--- src/audio_noise_gate_macros.svh ---
// ----------------------------------------------------------------------------
// audio_noise_gate_macros.svh
// Assertion macros shared by the noise gate RTL.
// ----------------------------------------------------------------------------
`ifndef AUDIO_NOISE_GATE_MACROS_SVH
`define AUDIO_NOISE_GATE_MACROS_SVH

// Same-cycle implication, disabled while reset is high.
`define ANG_ASSERT_NOW(label, clk, rst, ante, cons, msg) \
   label: assert property (@(posedge clk) disable iff (rst) (ante) |-> (cons)) \
      else $error(msg);

// Next-cycle implication, disabled while reset is high.
`define ANG_ASSERT_NEXT(label, clk, rst, ante, cons, msg) \
   label: assert property (@(posedge clk) disable iff (rst) (ante) |=> (cons)) \
      else $error(msg);

`endif

--- src/ang_pkg.sv ---
`default_nettype none
// ----------------------------------------------------------------------------
// ang_pkg
// Types and constants shared by the noise gate modules.
// ----------------------------------------------------------------------------
package ang_pkg;

   localparam int unsigned CSR_INDEX_WIDTH = 3;
   localparam int unsigned CSR_DATA_WIDTH  = 32;
   localparam int unsigned LEVEL_WIDTH     = 16;
   localparam int unsigned HOLD_REG_WIDTH  = 20;

   // Q1.15 unity
   localparam logic [LEVEL_WIDTH-1:0] UNITY = 16'h8000;

   typedef enum logic [CSR_INDEX_WIDTH-1:0] {
      CSR_BYPASS    = 3'd0,
      CSR_THRESHOLD = 3'd1,
      CSR_ATTACK    = 3'd2,
      CSR_DECAY     = 3'd3,
      CSR_HOLD      = 3'd4,
      CSR_RANGE     = 3'd5
   } csr_index_type;

   typedef enum logic [1:0] {
      PHASE_CLOSED = 2'd0,
      PHASE_ATTACK = 2'd1,
      PHASE_OPENED = 2'd2,
      PHASE_DECAY  = 2'd3
   } gate_phase_type;

   typedef enum logic {
      SEQ_IDLE  = 1'b0,
      SEQ_SCALE = 1'b1
   } seq_state_type;

   typedef struct packed {
      logic                   bypass;
      logic [LEVEL_WIDTH-1:0] threshold_level;
      logic [LEVEL_WIDTH-1:0] attack_step;
      logic [LEVEL_WIDTH-1:0] decay_step;
      logic [LEVEL_WIDTH-1:0] range_gain;
   } ang_cfg_type;

   typedef struct packed {
      gate_phase_type         phase;
      logic [LEVEL_WIDTH-1:0] level;
   } ang_gate_out_type;

endpackage
`default_nettype wire

--- src/ang_csr.sv ---
`default_nettype none
// ----------------------------------------------------------------------------
// ang_csr
// Configuration register file; writes are always taken.
// ----------------------------------------------------------------------------
module ang_csr #(
   parameter int unsigned HOLD_WIDTH = 20
) (
   input  wire logic                                 clock,
   input  wire logic                                 reset,
   input  wire logic                                 csr_valid,
   output      logic                                 csr_ready,
   input  wire logic [ang_pkg::CSR_INDEX_WIDTH-1:0]  csr_index,
   input  wire logic [ang_pkg::CSR_DATA_WIDTH-1:0]   csr_wdata,
   output      ang_pkg::ang_cfg_type                 cfg,
   output      logic [HOLD_WIDTH-1:0]                hold_samples
);
   import ang_pkg::*;

   ang_cfg_type           cfg_ff, cfg_in;
   logic [HOLD_WIDTH-1:0] hold_ff, hold_in;

   assign csr_ready    = 1'b1;
   assign cfg          = cfg_ff;
   assign hold_samples = hold_ff;

   always_comb begin
      cfg_in  = cfg_ff;
      hold_in = hold_ff;
      if (csr_valid) begin
         case (csr_index_type'(csr_index))
            CSR_BYPASS:    cfg_in.bypass          = csr_wdata[0];
            CSR_THRESHOLD: cfg_in.threshold_level = csr_wdata[LEVEL_WIDTH-1:0];
            CSR_ATTACK:    cfg_in.attack_step     = csr_wdata[LEVEL_WIDTH-1:0];
            CSR_DECAY:     cfg_in.decay_step      = csr_wdata[LEVEL_WIDTH-1:0];
            CSR_HOLD:      hold_in = HOLD_WIDTH'(csr_wdata[HOLD_REG_WIDTH-1:0]);
            CSR_RANGE:     cfg_in.range_gain      = csr_wdata[LEVEL_WIDTH-1:0];
            default:       cfg_in = cfg_ff;
         endcase
      end
   end

   always_ff @(posedge clock) begin
      if (reset) begin
         cfg_ff.bypass          <= 1'b0;
         cfg_ff.threshold_level <= 16'd328;
         cfg_ff.attack_step     <= 16'd68;
         cfg_ff.decay_step      <= 16'd7;
         cfg_ff.range_gain      <= 16'd0;
         hold_ff                <= HOLD_WIDTH'(20'd4800);
      end else begin
         cfg_ff  <= cfg_in;
         hold_ff <= hold_in;
      end
   end

endmodule
`default_nettype wire

--- src/ang_gate.sv ---
`default_nettype none
// ----------------------------------------------------------------------------
// ang_gate
// Gate phase, gate level and hold counter with their per-word update.
// ----------------------------------------------------------------------------
module ang_gate #(
   parameter int unsigned SAMPLE_WIDTH = 16,
   parameter int unsigned HOLD_WIDTH   = 20
) (
   input  wire logic                             clock,
   input  wire logic                             reset,
   input  wire logic                             advance,
   input  wire logic signed [SAMPLE_WIDTH-1:0]   sample,
   input  wire ang_pkg::ang_cfg_type             cfg,
   input  wire logic [HOLD_WIDTH-1:0]            hold_samples,
   output      ang_pkg::ang_gate_out_type        step
);
   import ang_pkg::*;

   localparam int unsigned CW = (SAMPLE_WIDTH > LEVEL_WIDTH) ? SAMPLE_WIDTH : LEVEL_WIDTH;

   gate_phase_type         phase_ff, phase_in;
   logic [LEVEL_WIDTH-1:0] level_ff, level_in;
   logic [HOLD_WIDTH-1:0]  hold_ff, hold_in;
   logic [SAMPLE_WIDTH-1:0] sample_u, mag;
   logic                   loud;
   gate_phase_type         phase_mid;
   logic [LEVEL_WIDTH:0]   attack_sum;

   // magnitude of the most negative sample comes out as 2^(W-1), unsigned
   assign sample_u   = sample;
   assign mag        = sample_u[SAMPLE_WIDTH-1] ? (~sample_u + 1'b1) : sample_u;
   assign loud       = CW'(mag) >= CW'(cfg.threshold_level);
   assign attack_sum = {1'b0, level_ff} + {1'b0, cfg.attack_step};

   always_comb begin
      phase_mid = phase_ff;
      hold_in   = hold_ff;
      level_in  = level_ff;
      // first pass: react to the sample level
      case (phase_ff)
         PHASE_CLOSED, PHASE_DECAY: begin
            if (loud) phase_mid = PHASE_ATTACK;
         end
         PHASE_OPENED: begin
            if (loud) hold_in = hold_samples;
            else if (hold_ff == '0) phase_mid = PHASE_DECAY;
            else hold_in = hold_ff - 1'b1;
         end
         default: phase_mid = phase_ff;
      endcase
      phase_in = phase_mid;
      // second pass: ramp the level
      case (phase_mid)
         PHASE_DECAY: begin
            if (level_ff <= cfg.decay_step) begin
               level_in = '0;
               phase_in = PHASE_CLOSED;
            end else begin
               level_in = level_ff - cfg.decay_step;
            end
         end
         PHASE_ATTACK: begin
            if (attack_sum >= {1'b0, UNITY}) begin
               level_in = UNITY;
               phase_in = PHASE_OPENED;
               hold_in  = hold_samples;
            end else begin
               level_in = attack_sum[LEVEL_WIDTH-1:0];
            end
         end
         default: level_in = level_ff;
      endcase
   end

   // bypass shows the frozen state
   assign step.phase = cfg.bypass ? phase_ff : phase_in;
   assign step.level = cfg.bypass ? level_ff : level_in;

   always_ff @(posedge clock) begin
      if (reset) begin
         phase_ff <= PHASE_CLOSED;
         level_ff <= '0;
         hold_ff  <= '0;
      end else if (advance) begin
         phase_ff <= phase_in;
         level_ff <= level_in;
         hold_ff  <= hold_in;
      end
   end

endmodule
`default_nettype wire

--- src/ang_mul.sv ---
`default_nettype none
// ----------------------------------------------------------------------------
// ang_mul
// Shared signed-by-unsigned multiplier for gain mix and sample scaling.
// ----------------------------------------------------------------------------
module ang_mul #(
   parameter int unsigned A_WIDTH = 17
) (
   input  wire logic signed [A_WIDTH-1:0]                  op_a,
   input  wire logic [ang_pkg::LEVEL_WIDTH-1:0]            op_b,
   output      logic signed [A_WIDTH+ang_pkg::LEVEL_WIDTH:0] product
);
   import ang_pkg::*;

   logic signed [LEVEL_WIDTH:0] op_b_s;

   assign op_b_s  = $signed({1'b0, op_b});
   assign product = op_a * op_b_s;

endmodule
`default_nettype wire

--- src/audio_noise_gate.sv ---
`default_nettype none
// ----------------------------------------------------------------------------
// audio_noise_gate
// Noise gate with attack, hold and decay phases over signed Q1.15 samples.
// ----------------------------------------------------------------------------
//
//   channel | ports                                  | direction
//   --------+----------------------------------------+----------
//   req     | req_valid, req_stall, req_sample_in    | in
//   rsp     | rsp_valid, rsp_stall, rsp_sample_out,  | out
//           | rsp_gate_phase                         |
//   csr     | csr_valid, csr_ready, csr_index,       | in
//           | csr_wdata                              |
//
// Each word takes an idle step and a scale step; one multiplier is shared between the
// gain mix (gate * (1 - range)) and the sample scaling (sample * gain).
// The idle step accepts the word, steps the gate state and forms the gain;
// the scale step scales the sample into the output register.
// A stalled output holds the sequencer in its scale step; a new word is
// still taken while a finished word waits in the output register.
// Reset is synchronous and returns control and CSR registers to defaults, gate closed.
// ----------------------------------------------------------------------------
`include "audio_noise_gate_macros.svh"

module audio_noise_gate #(
   parameter int unsigned SAMPLE_WIDTH = 16,
   parameter int unsigned HOLD_WIDTH   = 20
) (
   input  wire logic                                 clock,
   input  wire logic                                 reset,
   // input samples
   input  wire logic                                 req_valid,
   output      logic                                 req_stall,
   input  wire logic signed [SAMPLE_WIDTH-1:0]       req_sample_in,
   // gated samples
   output      logic                                 rsp_valid,
   input  wire logic                                 rsp_stall,
   output      logic signed [SAMPLE_WIDTH-1:0]       rsp_sample_out,
   output      logic [1:0]                           rsp_gate_phase,
   // configuration
   input  wire logic                                 csr_valid,
   output      logic                                 csr_ready,
   input  wire logic [ang_pkg::CSR_INDEX_WIDTH-1:0]  csr_index,
   input  wire logic [ang_pkg::CSR_DATA_WIDTH-1:0]   csr_wdata
);
   import ang_pkg::*;

   // multiplier operand and product widths
   localparam int unsigned AW = ((SAMPLE_WIDTH > LEVEL_WIDTH) ? SAMPLE_WIDTH : LEVEL_WIDTH) + 1;
   localparam int unsigned PW = AW + LEVEL_WIDTH + 1;

   ang_cfg_type               cfg;
   logic [HOLD_WIDTH-1:0]     hold_samples;
   ang_gate_out_type          step;

   seq_state_type             state_ff, state_in;
   logic signed [SAMPLE_WIDTH-1:0] sample_ff;
   logic [LEVEL_WIDTH-1:0]    gain_ff, gain_in;
   gate_phase_type            phase_ff;
   logic                      rsp_valid_ff, rsp_valid_in;
   logic signed [SAMPLE_WIDTH-1:0] rsp_sample_ff, rsp_sample_in;
   logic [1:0]                rsp_phase_ff;

   logic                      accept;
   logic                      out_load;
   logic                      scale_sel;
   logic [LEVEL_WIDTH-1:0]    range;
   logic signed [AW-1:0]      op_a;
   logic [LEVEL_WIDTH-1:0]    op_b;
   logic signed [PW-1:0]      product;
   logic signed [PW-1:0]      scaled;
   logic                      fits;

   // --- configuration registers ---
   ang_csr #(
      .HOLD_WIDTH (HOLD_WIDTH)
   ) u_csr (
      .clock        (clock),
      .reset        (reset),
      .csr_valid    (csr_valid),
      .csr_ready    (csr_ready),
      .csr_index    (csr_index),
      .csr_wdata    (csr_wdata),
      .cfg          (cfg),
      .hold_samples (hold_samples)
   );

   // --- gate state: advance on every accepted word unless bypassed ---
   ang_gate #(
      .SAMPLE_WIDTH (SAMPLE_WIDTH),
      .HOLD_WIDTH   (HOLD_WIDTH)
   ) u_gate (
      .clock        (clock),
      .reset        (reset),
      .advance      (accept && !cfg.bypass),
      .sample       (req_sample_in),
      .cfg          (cfg),
      .hold_samples (hold_samples),
      .step         (step)
   );

   // --- sequencer: next state ---
   always_comb begin
      state_in = state_ff;
      case (state_ff)
         SEQ_IDLE:  if (accept) state_in = SEQ_SCALE;
         SEQ_SCALE: if (out_load) state_in = SEQ_IDLE;
         default:   state_in = SEQ_IDLE;
      endcase
   end

   // --- sequencer: outputs ---
   always_comb begin
      req_stall = 1'b1;
      scale_sel = 1'b0;
      out_load  = 1'b0;
      case (state_ff)
         SEQ_IDLE: begin
            req_stall = 1'b0;
         end
         SEQ_SCALE: begin
            scale_sel = 1'b1;
            // load the output register once it is empty or being drained
            out_load  = !rsp_valid_ff || !rsp_stall;
         end
         default: req_stall = 1'b1;
      endcase
   end

   assign accept = req_valid && !req_stall;

   // range above unity clamps to unity
   assign range = (cfg.range_gain > UNITY) ? UNITY : cfg.range_gain;

   // --- shared multiplier: gate mix in the accept cycle, scaling after ---
   assign op_a = scale_sel ? AW'(sample_ff) : $signed(AW'(step.level));
   assign op_b = scale_sel ? gain_ff : (UNITY - range);

   ang_mul #(
      .A_WIDTH (AW)
   ) u_mul (
      .op_a    (op_a),
      .op_b    (op_b),
      .product (product)
   );

   // gain = range + gate * (1 - range); bypass passes the sample at unity
   assign gain_in = cfg.bypass ? UNITY
                  : range + product[2*LEVEL_WIDTH-2:LEVEL_WIDTH-1];

   // floor shift, then saturate to the sample width
   assign scaled = product >>> (LEVEL_WIDTH - 1);
   assign fits   = (scaled[PW-1:SAMPLE_WIDTH-1] == '0) || (scaled[PW-1:SAMPLE_WIDTH-1] == '1);

   always_comb begin
      if (fits) begin
         rsp_sample_in = scaled[SAMPLE_WIDTH-1:0];
      end else if (scaled[PW-1]) begin
         rsp_sample_in = {1'b1, {(SAMPLE_WIDTH-1){1'b0}}};
      end else begin
         rsp_sample_in = {1'b0, {(SAMPLE_WIDTH-1){1'b1}}};
      end
   end

   always_comb begin
      rsp_valid_in = rsp_valid_ff;
      if (out_load) rsp_valid_in = 1'b1;
      else if (rsp_valid_ff && !rsp_stall) rsp_valid_in = 1'b0;
   end

   // --- control registers ---
   always_ff @(posedge clock) begin
      if (reset) begin
         state_ff     <= SEQ_IDLE;
         rsp_valid_ff <= 1'b0;
      end else begin
         state_ff     <= state_in;
         rsp_valid_ff <= rsp_valid_in;
      end
   end

   // --- payload registers: hold the word between the idle and scale steps ---
   always_ff @(posedge clock) begin
      if (accept) begin
         sample_ff <= req_sample_in;
         gain_ff   <= gain_in;
         phase_ff  <= step.phase;
      end
      if (out_load) begin
         rsp_sample_ff <= rsp_sample_in;
         rsp_phase_ff  <= phase_ff;
      end
   end

   assign rsp_valid      = rsp_valid_ff;
   assign rsp_sample_out = rsp_sample_ff;
   assign rsp_gate_phase = rsp_phase_ff;

   // --- assertions ---
   `ANG_ASSERT_NEXT(a_accept_scales, clock, reset, accept, state_ff == SEQ_SCALE, "accepted word did not enter the scale step")
   `ANG_ASSERT_NEXT(a_gain_unity, clock, reset, accept, gain_ff <= UNITY, "gain above unity")
   `ANG_ASSERT_NOW(a_level_unity, clock, reset, 1'b1, step.level <= UNITY, "gate level above unity")
   `ANG_ASSERT_NEXT(a_bypass_pass, clock, reset, out_load && cfg.bypass, rsp_sample_out == $past(sample_ff), "bypass changed the sample")

endmodule
`default_nettype wire

--- config.mk ---
export PLATFORM = sky130hd
export DESIGN_NAME = audio_noise_gate
export DESIGN_NICKNAME = d
export VERILOG_FILES = /design/src/ang_pkg.sv /design/src/ang_csr.sv /design/src/ang_gate.sv /design/src/ang_mul.sv /design/src/audio_noise_gate.sv
export VERILOG_INCLUDE_DIRS = /design/src /design/src/src
export SDC_FILE = /design/constraint.sdc
export NUM_CORES = 1
export LEC_CHECK = 0
export ABC_AREA = 1
export BUFFER_PORTS_ARGS = -buffer_cell sky130_fd_sc_hd__buf_2
export CAP_MARGIN = 20
export CORE_MARGIN = 10
export CORE_UTILIZATION = 40
export DETAILED_ROUTE_END_ITERATION = 8
export PLACE_DENSITY_LB_ADDON = 0.3
export RECOVER_POWER = 100
export SETUP_SLACK_MARGIN = 0.02
export SYNTH_ARGS = -nofsm -noshare
export SYNTH_HDL_FRONTEND = slang
export SYNTH_SLANG_ARGS = --single-unit
--- constraint.sdc ---
create_clock -name clock -period 23.1 [get_ports clock]
set_input_delay 2.31 -clock clock [delete_from_list [all_inputs] [get_ports clock]]
set_output_delay 2.31 -clock clock [all_outputs]
set_load 0.05 [all_outputs]
==> results of run 1 <==
-- how the worst max path moves through the flow --
stage                                  end  slack, ns  depth (start not counted)
3_3_place_gp     gain_ff[14]$_SDFFCE_PP0P_       9.09                         59
6_report         gain_ff[14]$_SDFFCE_PP0P_       7.27                         60
3_5_place_dp     gain_ff[14]$_SDFFCE_PP0P_       9.09                         59
4_1_cts          gain_ff[14]$_SDFFCE_PP0P_       9.55                         59
5_1_grt        rsp_sample_out[6]$_DFFE_PP_       6.15                         49
2_1_floorplan    gain_ff[14]$_SDFFCE_PP0P_      11.47                         58
-- per-stage QoR --
step / setup WS, ns / hold WS [ns] / std cells / area (sq um) / util
2_1_floorplan: 11.47 / 0.4003 / 2947 / 22470 / -
5_1_grt: 6.147 / 0.4317 / 3713 / 23910 / 0.4324
4_1_cts: 9.546 / 0.4248 / 3713 / 24090 / 0.4356
3_3_place_gp: 9.094 / 0.4038 / 3681 / 23440 / 0.4238
6_report: 7.271 / 0.4281 / 3713 / 23910 / 0.4324
3_5_place_dp: 9.095 / 0.4056 / 3681 / 23440 / 0.4238
-- logic make-up (layout without fill, tap and decap cells) --
| kind of cell | after synthesis | after routing | synth area share |
|---|---|---|---|
| AO/OA/AOI/OAI | 584 | 584 | 0.1405 |
| XOR/XNOR | 73 | 73 | 0.02846 |
| adder cells (fa/ha/maj) | 437 | 437 | 0.3369 |
| buffers and inverters | 683 | 701 | 0.1166 |
| flip-flops | 177 | 177 | 0.1809 |
| other | 1 | 1 | 0.0001669 |
| AND/OR/NAND/NOR | 992 | 992 | 0.1965 |
-- state kept, by name, summed over array words and instances (netlist names) --
register / count
u_gate.hold_ff: 20
rsp_valid: 1
u_csr.hold_samples: 20
u_gate.phase_ff: 2
rsp_gate_phase: 2
rsp_sample_out: 16
phase_ff: 2
u_csr.cfg: 65
u_gate.level_ff: 16
state_ff: 1
gain_ff: 16
sample_ff: 16
-- cell type report --
cell class / instances / area [sq um] / share of cell area
Multi-Input combinational cell: 2087 / 15670 / 0.6555
Sequential cell: 177 / 4065 / 0.1700
Inverter: 590 / 2215 / 0.09261
Tap cell: 748 / 935.9 / 0.03914
Clock buffer: 19 / 464.2 / 0.01941
Timing Repair Buffer: 79 / 371.6 / 0.01554
Clock inverter: 13 / 187.7 / 0.007848
-- routing by layer --
metal / GRT usage / up-vias / wire length (microns)
met2: 0.3185 / 687 / 29650
met3: 0.03053 / 111 / 4805
met4: 0.07297 / 0 / 2211
met5: 0 / - / 0
li1: - / 9352 / -
met1: 0.2701 / 9221 / 28630
-- critical path: cells and delay by family --
family | cells | cell delay, ns
compound gates | 9 | 2.06
xor+xnor | 2 | 0.81
fa+ha+maj | 11 | 4.40
buf+inv | 11 | 0.85
simple gates | 27 | 5.56
-- cells in the final DEF, fill, tap and decap left out, types with 9 or more instances in the layout --
| cell | synthesis | layout |
|---|---|---|
| o21ai_1 | 23 | 14 |
| a31oi_1 | 9 | 9 |
| nand2_1 | 446 | 453 |
| clkbuf_1 | 61 | 41 |
| buf_2 | 20 | 27 |
| dfxtp_1 | 125 | 124 |
| fa_1 | 280 | 280 |
| o21ai_0 | 170 | 181 |
| buf_4 | 4 | 11 |
| nor2_1 | 239 | 244 |
| o211ai_1 | 14 | 14 |
| or2_2 | 11 | 11 |
| clkbuf_16 | 0 | 18 |
| nor2_2 | 39 | 37 |
| a21o_1 | 11 | 11 |
| xor2_1 | 46 | 46 |
| nand3_1 | 144 | 145 |
| ha_1 | 157 | 157 |
| nand2_2 | 25 | 24 |
| inv_2 | 17 | 16 |
| xnor2_1 | 27 | 27 |
| edfxtp_1 | 52 | 52 |
| inv_1 | 571 | 571 |
| nor3_1 | 26 | 26 |
| nand4_1 | 27 | 27 |
| a21oi_1 | 305 | 307 |
==> flow_summary.ini, run 1 <==
[outcome]
status = complete, but fails checks
violations = capacitance limit, slew limit

[cts]
htree_levels = 4
max-clock-path-buffers = 2
cts.sinks = 177
cts_setup_buffers = 0
cts_buffers = 17
clock_tree.root_cell = clkbuf_16
cts_resized = 0
clk_pin_slew_ns = 0.08
clkLatencyLatePin_ns = 0.47
cts_tree = done
ctsHoldBuffers = 0

[detailed_routing]
viasPerCell = 5.217
firstDrtPassIters = 6
drtIter0Drc = 1835
num_vias = 19370
wl_per_cell_microns = 17.59
wirelength_microns = 65300
drc = 0
antenna_left = 0

[setup_path]
slowest_delay_ns = 0.70
cp_max_fo = 22
worstSetupStartpoint = req_sample_in[0]
worstSetupEndpointType = register
cp_common_cell = nand2_1
r2r_start = u_csr.cfg[63]$_SDFFE_PP0P_
path_class = in2reg
reg2reg_slack_ns = 10.30
crit_path_top_delay_cell = nor2_1
start_kind = input port
rr_worst_depth = 51
cp.arrival_ns = 16.04
r2r-end = gain_ff[14]$_SDFFCE_PP0P_
cp.required_ns = 23.32

[yosys]
synth-warning-count = 0
yosys_register_bits = 177
syn_nets = 3440
yosysMostFrequentCell = inv_1
synth_flop_cell = dfxtp_1
synth_top_area_cell = fa_1
yosysSeqAreaShare = 0.1809
synth_top_area_share = 0.2495
synth_edf_count = 52
synth_area_sq_um = 22470
synthTopCellsByArea = fa_1 25%, dfxtp_1 11%, inv_1 9.5%
synth_commonest_cells = 571 x inv_1, 446 x nand2_1, 305 x a21oi_1
synth.distinct_cells = 55
async_flop_share = 0
syn_avg_cell_area_sq_um = 7.624
syn_inst = 2947

[hold_path]
worstHoldStart = phase_ff[0]$_DFFE_PP_
min_path_type = reg2reg
holdPathEnd = rsp_gate_phase[0]$_DFFE_PP_
worstHoldPathCells = 0

[floorplanning]
start_util = 0.4062
dieArea_sq_um = 66050
row_count = 86
io_pins = 77
core_sq_um = 55310
die-height_microns = 257
fp.dieW_microns = 257

[finish]
areaGrowthSynthToFinish_pct = 6.432
num-fill-cells = 5823
drive_gt1_frac = 0.05936
n_antenna_cell = 0
final_net_count = 3445

[sta]
rsz0062_at_grt = no
fin_crit_sh = 0.6852
hold_violations = 0
skew_ns = 0.01127
finalSetupViolations = 0
tightest_slew_ns = 3.810
slew_headroom = -1.540
fin_setup_tns_ns = 0
fmax_ghz = 0.06318
maxSlewViolCount = 259
period_needed_ns = 15.83

[global_route]
grt_pass1_wl_microns = 104800
grt_pass1_vias = 18860
grt_start_max_net_pins = 95
grtUsageTotal = 0.1999
grt.overflow.total = 0
antenna_found_initial = 2

[placed_design]
port_buffers = 63
place.gp.congestion = 0.9350
dp_hpwl_microns = 51700

[run]
drv_cap = 7
Power of run 1 is not shown: default switching activity piles up to over one toggle a cycle in this logic, so the estimate is an artifact.
==> run 2, diff against run 1 <==
==> constraint.sdc (replaced) <==
create_clock -name clock -period 15.7 [get_ports clock]
set_input_delay 1.57 -clock clock [delete_from_list [all_inputs] [get_ports clock]]
set_output_delay 1.57 -clock clock [all_outputs]
set_load 0.05 [all_outputs]
==> run 2 against run 1 <==
Compared with the run above:
- the run still ends with capacitance limit, slew limit left
- largest cell class unchanged
- setup slack got worse by 5.2 ns
- utilization hardly changed
- global-route usage up 0.19 points
==> flow_summary.ini, run 2 (same netlist as run 1, synthesis figures left out) <==
[setup_path]
cp_max_fo = 17
slowest_delay_ns = 0.80
path_class = in2reg
worstSetupEndpointType = register
cp.required_ns = 15.92
crit_path_top_delay_cell = a21oi_1
rr_worst_depth = 25
start_kind = input port
cp.arrival_ns = 13.85
reg2reg_slack_ns = 4.40

[cts]
cts_setup_buffers = 0
cts.sinks = 177
max-clock-path-buffers = 2
clkLatencyLatePin_ns = 0.47
clock_tree.root_cell = clkbuf_16
clk_pin_slew_ns = 0.08
htree_levels = 4
ctsHoldBuffers = 0
cts_tree = done
cts_resized = 0
cts_buffers = 17

[hold_path]
worstHoldPathCells = 0
min_path_type = reg2reg

[sta]
tightest_slew_ns = 3.870
skew_ns = 0.01723
hold_violations = 0
slew_headroom = -1.580
fin_crit_sh = 0.8682
period_needed_ns = 13.63
finalSetupViolations = 0
rsz0062_at_grt = no
fin_setup_tns_ns = 0
fmax_ghz = 0.07336
maxSlewViolCount = 258

[finish]
n_antenna_cell = 0
areaGrowthSynthToFinish_pct = 6.354
final_cell_area_sq_um = 23900
drive_gt1_frac = 0.06107
final_cell_mix = 571 x inv_1, 448 x nand2_1, 307 x a21oi_1
final_net_count = 3444
layout_commonest_cell = inv_1
largest_register_ffs = 65

[placed_design]
port_buffers = 63
place.gp.congestion = 0.9346
dp_hpwl_microns = 51910
place_area_sq_um = 23430

[floorplanning]
start_util = 0.4062
io_pins = 77
core_sq_um = 55310
dieArea_sq_um = 66050
fp.dieW_microns = 257
die-height_microns = 257
row_count = 86

[detailed_routing]
drtIter0Drc = 1580
drc = 0
num_vias = 19410
viasPerCell = 5.228
wl_per_cell_microns = 17.67
firstDrtPassIters = 6
wirelength_microns = 65590
antenna_left = 0

[run]
drv_cap = 6

[global_route]
grt_start_max_net_pins = 95
antenna_found_initial = 1
grt.overflow.total = 0
grtUsageTotal = 0.2018
grt_pass1_wl_microns = 106000
grt_pass1_vias = 19100

[outcome]
violations = capacitance limit, slew limit
status = complete, but fails checks
==> run 2: cell types whose count changed in the layout (fill, tap and decap cells not counted), sizes merged <==
cell,delta
buf,-1
bufinv,-2
clkinv,-1
clkinvlp,+3
==> run 2: stage by stage <==
step,instances,setup WS [ns],hold WS [ns],util
global placement,3680,2.510,0.4061,0.4237
floorplan,2947,4.814,0.4003,-
CTS,3712,2.861,0.4199,0.4344
finish,3712,2.069,0.4184,0.4320
detailed placement,3680,2.397,0.4045,0.4237
global route,3712,1.052,0.4343,0.4320
==> run 2: layout make-up <==
type                       count  area [sq um]
clock buffer                  19         442.9
inverter                     590          2215
timing repair buffer          78         364.1
sequential                   177          4065
fill                        5800         31410
clock inverter                13         147.6
multi-input combinational   2087         15730
tap                          748         935.9
==> run 2: worst paths after layout <==
kind,start,end
max,req_sample_in[0],gain_ff[14]$_SDFFCE_PP0P_
min,phase_ff[1]$_DFFE_PP_,rsp_gate_phase[1]$_DFFE_PP_
max reg2reg,state_ff$_SDFF_PP0_,rsp_sample_out[5]$_DFFE_PP_
min reg2reg,phase_ff[1]$_DFFE_PP_,rsp_gate_phase[1]$_DFFE_PP_
==> run 2: critical path: cells and delay by family <==
kind / cells / cell delay [ns]
buffers and inverters: 11 / 0.95
AOI/OAI and AO/OA: 10 / 2.86
adders and majority gates: 11 / 4.18
and+or+nand+nor: 23 / 3.48
xor gates and xnor gates: 2 / 0.77
==> run 2: layer usage <==
| metal | global-route usage | routed length (microns) | share of wire |
|---|---|---|---|
| met1 | 0.2717 | 28830 | 0.44 |
| met3 | 0.03474 | 4988 | 0.076 |
| met5 | 0 | 0 | 0 |
| met4 | 0.06639 | 2115 | 0.032 |
| met2 | 0.3230 | 29650 | 0.45 |
Power of run 2 is left out for the same reason.
